==> src/design/msgr_pkg.sv <==
package msgr_pkg;

   localparam int MAX_STOPS = 8;
   localparam int IDX_W     = $clog2(MAX_STOPS);
   localparam int CNT_W     = 4;
   localparam int VAL_W     = 16;
   localparam int NUM_CH    = 4;
   localparam int CH_W      = $clog2(NUM_CH);
   localparam int FRAC_W    = 15;

   localparam logic [VAL_W-1:0] Q_ONE = 16'h8000;

   localparam logic REQ_WRITE = 1'b0;
   localparam logic REQ_QUERY = 1'b1;

   typedef logic [NUM_CH-1:0][VAL_W-1:0] color_type;

   typedef struct packed {
      logic [VAL_W-1:0] pos;
      color_type        color;
   } stop_entry_type;

   typedef enum logic [2:0] {
      ST_IDLE,
      ST_CHK_LAST,
      ST_CHK_FIRST,
      ST_SCAN,
      ST_DIV,
      ST_MUL,
      ST_ACC,
      ST_DONE
   } state_type;

   function automatic logic [VAL_W-1:0] sat_q(input logic [VAL_W-1:0] v);
      sat_q = (v > Q_ONE) ? Q_ONE : v;
   endfunction

endpackage

==> src/design/msgr_div.sv <==
module msgr_div
   import msgr_pkg::*;
(
   input  logic             clock,
   input  logic             reset,
   input  logic             start,
   input  logic [VAL_W-1:0] num,
   input  logic [VAL_W-1:0] den,
   output logic             done,
   output logic [VAL_W-1:0] quot
);

   // Restoring divider for (num << 15) / den with num <= den, so the
   // quotient fits in VAL_W bits. One quotient bit per cycle.
   localparam int STEP_W = $clog2(VAL_W);

   logic              busy_ff, busy_in;
   logic              done_ff, done_in;
   logic [STEP_W-1:0] step_ff, step_in;
   logic [VAL_W:0]    rem_ff, rem_in;
   logic [VAL_W-1:0]  den_ff, den_in;
   logic [VAL_W-1:0]  quot_ff, quot_in;
   logic              ge;
   logic [VAL_W:0]    rem_sub;

   always_comb begin
      ge      = rem_ff >= {1'b0, den_ff};
      rem_sub = ge ? (rem_ff - {1'b0, den_ff}) : rem_ff;
      busy_in = busy_ff;
      done_in = 1'b0;
      step_in = step_ff;
      rem_in  = rem_ff;
      den_in  = den_ff;
      quot_in = quot_ff;
      if (start) begin
         busy_in = 1'b1;
         step_in = STEP_W'(VAL_W - 1);
         rem_in  = {1'b0, num};
         den_in  = den;
      end else if (busy_ff) begin
         quot_in = {quot_ff[VAL_W-2:0], ge};
         rem_in  = {rem_sub[VAL_W-1:0], 1'b0};
         step_in = step_ff - 1'b1;
         if (step_ff == '0) begin
            busy_in = 1'b0;
            done_in = 1'b1;
         end
      end
   end

   always_ff @(posedge clock) begin
      if (reset) begin
         busy_ff <= 1'b0;
         done_ff <= 1'b0;
      end else begin
         busy_ff <= busy_in;
         done_ff <= done_in;
      end
      step_ff <= step_in;
      rem_ff  <= rem_in;
      den_ff  <= den_in;
      quot_ff <= quot_in;
   end

   assign done = done_ff;
   assign quot = quot_ff;

endmodule

==> src/design/multi_stop_gradient_ramp.sv <==
// Multi-stop gradient ramp.
// The req channel carries one word per item. tuser selects the kind: a write
// word loads one stop (position and RGBA color) into the eight-entry stop
// table and gives no result; a query word asks for the color at sample_t.
// The rsp channel returns one RGBA word per query, each channel Q1.15 and
// saturated to 1.0. The csr channel writes the number of stops in use; it is
// always ready. The user must write it only while the block is idle; the block
// does not enforce this. A query walks the table one stop per cycle through a
// single registered read port, then runs a bit-serial divider for the weight
// (16 steps) and four passes through one shared multiplier, one per channel.
// A query that lands on an end stop skips the scan and the divider; an
// interpolated one goes through both.
// req_tready is low from the acceptance of a query until its result has been
// moved into the output register. If the receiver stalls, the result waits
// there and the block can take and finish the next item up to its own
// result. Reset sets the stop count to one and leaves the table unwritten.
module multi_stop_gradient_ramp
   import msgr_pkg::*;
(
   input  logic               clock,
   input  logic               reset,
   input  logic               req_tvalid,
   output logic               req_tready,
   // stop_index[2:0], stop_pos[18:3], stop_red[34:19], stop_green[50:35],
   // stop_blue[66:51], stop_alpha[82:67], sample_t[98:83], zero fill above
   input  logic [103:0]       req_tdata,
   // req_type
   input  logic               req_tuser,
   output logic               rsp_tvalid,
   input  logic               rsp_tready,
   // out_red[15:0], out_green[31:16], out_blue[47:32], out_alpha[63:48]
   output logic [63:0]        rsp_tdata,
   input  logic               csr_valid,
   output logic               csr_ready,
   input  logic [CNT_W-1:0]   csr_data
);

   logic [2:0]       in_index;
   stop_entry_type   in_entry;
   logic [VAL_W-1:0] in_t;

   assign in_index       = req_tdata[2:0];
   assign in_entry.pos   = req_tdata[18:3];
   assign in_entry.color = req_tdata[82:19];
   assign in_t           = req_tdata[98:83];

   stop_entry_type stop_mem [MAX_STOPS];
   stop_entry_type rd_ff;
   logic [IDX_W-1:0] rd_addr;
   logic             mem_we;

   state_type              state_ff, state_in;
   logic [CNT_W-1:0]       count_ff, count_in;
   logic [VAL_W-1:0]       t_ff, t_in;
   logic [IDX_W-1:0]       k_ff, k_in;
   logic                   ge_last_ff, ge_last_in;
   logic [VAL_W-1:0]       prev_pos_ff, prev_pos_in;
   color_type              prev_col_ff, prev_col_in;
   color_type              cur_col_ff, cur_col_in;
   logic [VAL_W-1:0]       w_ff, w_in;
   logic [CH_W-1:0]        ch_ff, ch_in;
   logic signed [33:0]     prod_ff, prod_in;
   color_type              res_ff, res_in;
   logic                   rsp_tvalid_ff, rsp_tvalid_in;
   color_type              rsp_tdata_ff, rsp_tdata_in;

   logic [CNT_W-1:0]       count_used;
   logic [IDX_W-1:0]       last_idx;
   logic                   div_start;
   logic [VAL_W-1:0]       div_num, div_den;
   logic                   div_done;
   logic [VAL_W-1:0]       div_quot;
   logic signed [16:0]     diff;
   logic signed [33:0]     acc;
   logic                   out_free;

   msgr_div u_div (
      .clock (clock),
      .reset (reset),
      .start (div_start),
      .num   (div_num),
      .den   (div_den),
      .done  (div_done),
      .quot  (div_quot)
   );

   always_comb begin
      if (count_ff == '0) begin
         count_used = CNT_W'(1);
      end else if (count_ff > CNT_W'(MAX_STOPS)) begin
         count_used = CNT_W'(MAX_STOPS);
      end else begin
         count_used = count_ff;
      end
      last_idx = IDX_W'(count_used - CNT_W'(1));
   end

   assign out_free = !rsp_tvalid_ff || rsp_tready;

   always_comb begin
      state_in    = state_ff;
      count_in    = count_ff;
      t_in        = t_ff;
      k_in        = k_ff;
      ge_last_in  = ge_last_ff;
      prev_pos_in = prev_pos_ff;
      prev_col_in = prev_col_ff;
      cur_col_in  = cur_col_ff;
      w_in        = w_ff;
      ch_in       = ch_ff;
      prod_in     = prod_ff;
      res_in      = res_ff;
      req_tready  = 1'b0;
      mem_we      = 1'b0;
      div_start   = 1'b0;
      div_num     = t_ff - prev_pos_ff;
      div_den     = rd_ff.pos - prev_pos_ff;
      rd_addr     = k_ff + IDX_W'(1);
      diff        = $signed({1'b0, cur_col_ff[ch_ff]}) - $signed({1'b0, prev_col_ff[ch_ff]});
      acc         = $signed({3'b000, prev_col_ff[ch_ff], {FRAC_W{1'b0}}}) + prod_ff;
      rsp_tvalid_in = rsp_tvalid_ff && !rsp_tready;
      rsp_tdata_in  = rsp_tdata_ff;

      if (csr_valid) begin
         count_in = csr_data;
      end

      unique case (state_ff)
         ST_IDLE: begin
            req_tready = 1'b1;
            rd_addr    = last_idx;
            if (req_tvalid) begin
               if (req_tuser == REQ_WRITE) begin
                  mem_we = {1'b0, in_index} < (IDX_W + 1)'(MAX_STOPS);
               end else begin
                  t_in     = in_t;
                  state_in = ST_CHK_LAST;
               end
            end
         end
         ST_CHK_LAST: begin
            // The last in-use stop is in the read register now.
            rd_addr    = '0;
            ge_last_in = t_ff >= rd_ff.pos;
            cur_col_in = rd_ff.color;
            k_in       = '0;
            state_in   = ST_CHK_FIRST;
         end
         ST_CHK_FIRST: begin
            ch_in = '0;
            if (t_ff <= rd_ff.pos) begin
               prev_col_in = rd_ff.color;
               cur_col_in  = rd_ff.color;
               w_in        = '0;
               state_in    = ST_MUL;
            end else if (ge_last_ff) begin
               prev_col_in = cur_col_ff;
               w_in        = '0;
               state_in    = ST_MUL;
            end else begin
               prev_col_in = rd_ff.color;
               prev_pos_in = rd_ff.pos;
               k_in        = IDX_W'(1);
               state_in    = ST_SCAN;
            end
         end
         ST_SCAN: begin
            // The walk stops at the last stop at the latest, since t lies below it here.
            if (t_ff > rd_ff.pos) begin
               prev_col_in = rd_ff.color;
               prev_pos_in = rd_ff.pos;
               k_in        = k_ff + IDX_W'(1);
            end else begin
               cur_col_in = rd_ff.color;
               div_start  = 1'b1;
               state_in   = ST_DIV;
            end
         end
         ST_DIV: begin
            if (div_done) begin
               w_in     = div_quot;
               ch_in    = '0;
               state_in = ST_MUL;
            end
         end
         ST_MUL: begin
            prod_in  = diff * $signed({1'b0, w_ff});
            state_in = ST_ACC;
         end
         ST_ACC: begin
            res_in[ch_ff] = sat_q(acc[30:15]);
            if (ch_ff == CH_W'(NUM_CH - 1)) begin
               state_in = ST_DONE;
            end else begin
               ch_in    = ch_ff + CH_W'(1);
               state_in = ST_MUL;
            end
         end
         ST_DONE: begin
            if (out_free) begin
               rsp_tvalid_in = 1'b1;
               rsp_tdata_in  = res_ff;
               state_in      = ST_IDLE;
            end
         end
         default: begin
            state_in = ST_IDLE;
         end
      endcase
   end

   always_ff @(posedge clock) begin
      if (mem_we) begin
         stop_mem[in_index] <= in_entry;
      end
      rd_ff <= stop_mem[rd_addr];
   end

   always_ff @(posedge clock) begin
      if (reset) begin
         state_ff      <= ST_IDLE;
         count_ff      <= CNT_W'(1);
         rsp_tvalid_ff <= 1'b0;
      end else begin
         state_ff      <= state_in;
         count_ff      <= count_in;
         rsp_tvalid_ff <= rsp_tvalid_in;
      end
      t_ff        <= t_in;
      k_ff        <= k_in;
      ge_last_ff  <= ge_last_in;
      prev_pos_ff <= prev_pos_in;
      prev_col_ff <= prev_col_in;
      cur_col_ff  <= cur_col_in;
      w_ff        <= w_in;
      ch_ff       <= ch_in;
      prod_ff     <= prod_in;
      res_ff      <= res_in;
      rsp_tdata_ff <= rsp_tdata_in;
   end

   assign csr_ready  = 1'b1;
   assign rsp_tvalid = rsp_tvalid_ff;
   assign rsp_tdata  = rsp_tdata_ff;

`ifndef SYNTH
   a_out_saturated: assert property (@(posedge clock) disable iff (reset)
      rsp_tvalid |-> (rsp_tdata[15:0] <= Q_ONE) && (rsp_tdata[31:16] <= Q_ONE) &&
                     (rsp_tdata[47:32] <= Q_ONE) && (rsp_tdata[63:48] <= Q_ONE))
      else $error("result channel above 1.0");

   a_weight_range: assert property (@(posedge clock) disable iff (reset)
      (state_ff == ST_DIV) && div_done |-> div_quot <= Q_ONE)
      else $error("interpolation weight above 1.0");

   a_query_starts: assert property (@(posedge clock) disable iff (reset)
      req_tvalid && req_tready && (req_tuser == REQ_QUERY) |=> state_ff == ST_CHK_LAST)
      else $error("accepted query did not start the table walk");

   a_result_loaded: assert property (@(posedge clock) disable iff (reset)
      (state_ff == ST_DONE) && out_free |=> rsp_tvalid && (state_ff == ST_IDLE))
      else $error("finished query not moved to the output register");
`endif

endmodule
==> config.mk <==
export PLATFORM = sky130hd
export DESIGN_NAME = multi_stop_gradient_ramp
export DESIGN_NICKNAME = d
export VERILOG_FILES = /design/src/design/msgr_pkg.sv /design/src/design/msgr_div.sv /design/src/design/multi_stop_gradient_ramp.sv
export SDC_FILE = /design/constraint.sdc
export NUM_CORES = 2
export LEC_CHECK = 0
export ABC_CLOCK_PERIOD_IN_PS = 11200
export BUFFER_PORTS_ARGS = -buffer_cell sky130_fd_sc_hd__buf_4
export CORE_MARGIN = 2
export CORE_UTILIZATION = 33
export DETAILED_ROUTE_END_ITERATION = 8
export PLACE_DENSITY_LB_ADDON = 0.05
export SLEW_MARGIN = 10
export SYNTH_ARGS = -nofsm -noshare
export SYNTH_HDL_FRONTEND = slang
export SYNTH_SLANG_ARGS = --single-unit
==> constraint.sdc <==
create_clock -name clock -period 11.2 [get_ports clock]
set_clock_uncertainty 0.15 [all_clocks]
set_input_delay 2.24 -clock clock [delete_from_list [all_inputs] [get_ports clock]]
set_output_delay 2.24 -clock clock [all_outputs]
set_load 0.03 [all_outputs]
==> flow_metrics.py <==
metrics = {
    "critical_path": {
        "worst_ep_arrival_time_ns": 10.25,
        "r2r-start": "ch_ff[0]",
        "crit_fanout": 11,
        "start_kind": "register",
        "reg2reg_depth": 38,
        "critPathLaunch": "ch_ff[0]",
        "max_stage_delay_ns": 0.68,
        "crit_path_top_delay_cell": "edfxtp_1",
        "cpLargestDelayFamily": "adder cells",
        "crit_path_end_kind": "register",
        "path_buf_inv": 9,
        "cp_data_required_time_ns": 11.55,
        "cp.depth": 38,
        "critical_path_class": "reg2reg",
    },
    "final_layout": {
        "area_growth_pct": 15.5,
        "fin_nets": 5100,
        "postLayoutCellArea_mm2": 0.0624,
        "finalNonFillerCells": 6832,
        "drive_gt1_share_pct": 12.4,
    },
    "clocking": {
        "cts_hold_buf": 0,
        "cts_tree": "done",
        "htreeDepth": 4,
        "clock-sinks": 1109,
        "cts_resized": 0,
        "postCtsSetupRepairBufs": 0,
        "root_buffer": "clkbuf_16",
        "clkSlewWorstSetupHoldPaths_ns": 0.06,
        "clockBufferDepth": 3,
        "clk_latency_ns": 0.76,
        "cts_buffers": 131,
    },
    "grt": {
        "grt_max_degree": 154,
        "antenna_found_initial": 27,
        "grt_pass1_vias": 33000,
        "grt.overflow.total": 0,
        "grt_pass1_wl_um": 214000,
        "grt_use_total_pct": 17.1,
    },
    "sta": {
        "min_period_over_period_pct": 88.3,
        "setup-violations-final": 0,
        "maxSlewHeadroom_pct": 26.4,
        "rsz0062_at_grt": "no",
        "fin_crit_ns": 9.89,
        "tightest_slew_ns": 1.09,
        "max_freq_ghz": 0.101,
        "fin_setup_tns_ns": 0,
        "drv_slew": 0,
        "hold_violations": 0,
    },
    "route": {
        "drtAntennaViolNets": 0,
        "viasPerCell": 4.65,
        "drt_iter0_markers": 1763,
        "drc": 0,
        "drt_first_pass_iters": 5,
        "wire_per_inst_um": 20.6,
        "drt_wl_total_um": 141000,
        "via_count": 31800,
    },
    "synth": {
        "yosys.cell_types.count": 80,
        "synthTopCellsByCount": "1014 x edfxtp_1, 913 x nand2_1, 422 x nand3_1, 407 x inv_1, 262 x fa_1",
        "synth_edf_count": 1014,
        "synth_flop_cell": "edfxtp_1",
        "synth_seq_cells": 1109,
        "synth_most_common_cell": "edfxtp_1",
        "syn_inst": 4355,
        "synth_top_area_share_pct": 56.3,
        "synth_area_leaders": "edfxtp_1 56%, fa_1 9.7%, nand2_1 6.3%",
        "synthArstFlopShare_pct": 0,
        "ys_seq_area_share_pct": 59.8,
        "netlist_area_mm2": 0.0541,
        "synth_area_per_cell_um2": 12.4,
        "synth_top_area_cell": "edfxtp_1",
        "yosysWarnings": 0,
        "mappedNetlistNets": 4909,
    },
    "floorplan": {
        "core-area_mm2": 0.163,
        "die_h_um": 409,
        "chipWidth_um": 409,
        "num_io_pins": 181,
        "rows": 148,
        "die_area_mm2": 0.167,
        "start_util_pct": 33.2,
    },
    "placement": {
        "place_area_mm2": 0.0581,
        "dpl.hpwl_um": 87600,
        "place_congestion": 0.763,
        "dp.cells": 6588,
        "numPortBuffers": 174,
    },
    "run_status": {
        "status": "finished, final reports clean",
    },
    "min_path": {
        "worstHoldPathCells": 0,
        "hold_start": "res_ff[7]",
        "hp-class": "reg2reg",
    },
    "run": {
        "cap_violations": 0,
    },
}
-- layout by cell type (no fill, tap or decap), types with 27 or more instances in the layout --
cell type / instances
buf_4: 246
clkbuf_1: 47
dfxtp_1: 95
inv_1: 407
mux2_2: 63
edfxtp_1: 1014
clkbuf_16: 131
and2_1: 114
nand3_1: 422
xnor2_1: 71
nor2b_1: 38
nand2b_1: 27
a21oi_1: 65
ha_1: 178
nand2_1: 913
fa_1: 262
nor2_1: 80
o21ai_0: 112
mux4_2: 32
-- kinds of logic after synthesis --
family	after synthesis	share of synthesized area [%]
and+or+nand+nor	1695	14.0
DFF	1109	59.8
other	1	0.00694
buffers and inverters	601	4.27
adders and majority gates	440	13.8
AOI/OAI and AO/OA	297	3.39
muxes	118	3.08
xor gates and xnor gates	94	1.55
-- layer usage --
layer | vias to the layer above | routed length [um] | global-route usage, % | part of all wire (%)
li1 | 15300 | - | - | -
met1 | 15700 | 66300 | 23.8 | 47
met2 | 537 | 65300 | 27.1 | 46
met3 | 195 | 6160 | 3.41 | 4.4
met4 | 24 | 3010 | 4.52 | 2.1
met5 | - | 155 | 0 | 0.11
-- area by class of cell --
type	instances	area, um^2
diodes	3	7.51
clock buffers	196	3700
clock inverters	45	619
fillers	15700	100000
inverters	408	1530
multi-input cells	2645	19500
flip-flops and latches	1109	32400
well taps	2175	2720
repair buffers	251	1950
-- registers in the layout, indices dropped and copies added (netlist names), 2 cells and up --
register,flops
stop_mem,640
rd_ff,80
cur_col_ff,64
prev_col_ff,64
res_ff,64
rsp_tdata,64
u_div.rem_ff,17
prev_pos_ff,16
prod_ff,16
t_ff,16
u_div.den_ff,16
u_div.quot,16
w_ff,16
count_ff,4
u_div.step_ff,4
k_ff,3
state_ff,3
ch_ff,2
-- through the flow --
step / setup slack [ns] / utilization [%] / hold WS, ns
floorplan: 1.93 / - / 0.250
global placement: 1.25 / 35.7 / 0.251
detailed placement: 1.21 / 35.7 / 0.255
global route: 0.718 / 38.3 / 0.272
CTS: 1.17 / 38.3 / 0.262
finish: 1.31 / 38.3 / 0.262
-- final timing paths --
check                           slack (ns)            to
worst min register to register        0.26  rsp_tdata[7]
worst max-delay path                  1.31   prod_ff[30]
worst max register to register        1.31   prod_ff[30]
worst min-delay path                  0.26  rsp_tdata[7]
-- worst register-to-register path, delay by kind of cell (launching register included) --
family | cells | cell delay (ns)
buf+inv | 9 | 1.00
xor+xnor | 2 | 0.16
compound gates | 12 | 2.49
flops | 1 | 0.68
fa+ha+maj | 9 | 3.73
mux | 1 | 0.52
simple gates | 5 | 0.89
Power is not shown: default switching activity piles up to over one toggle a cycle in this logic, so the estimate is an artifact.
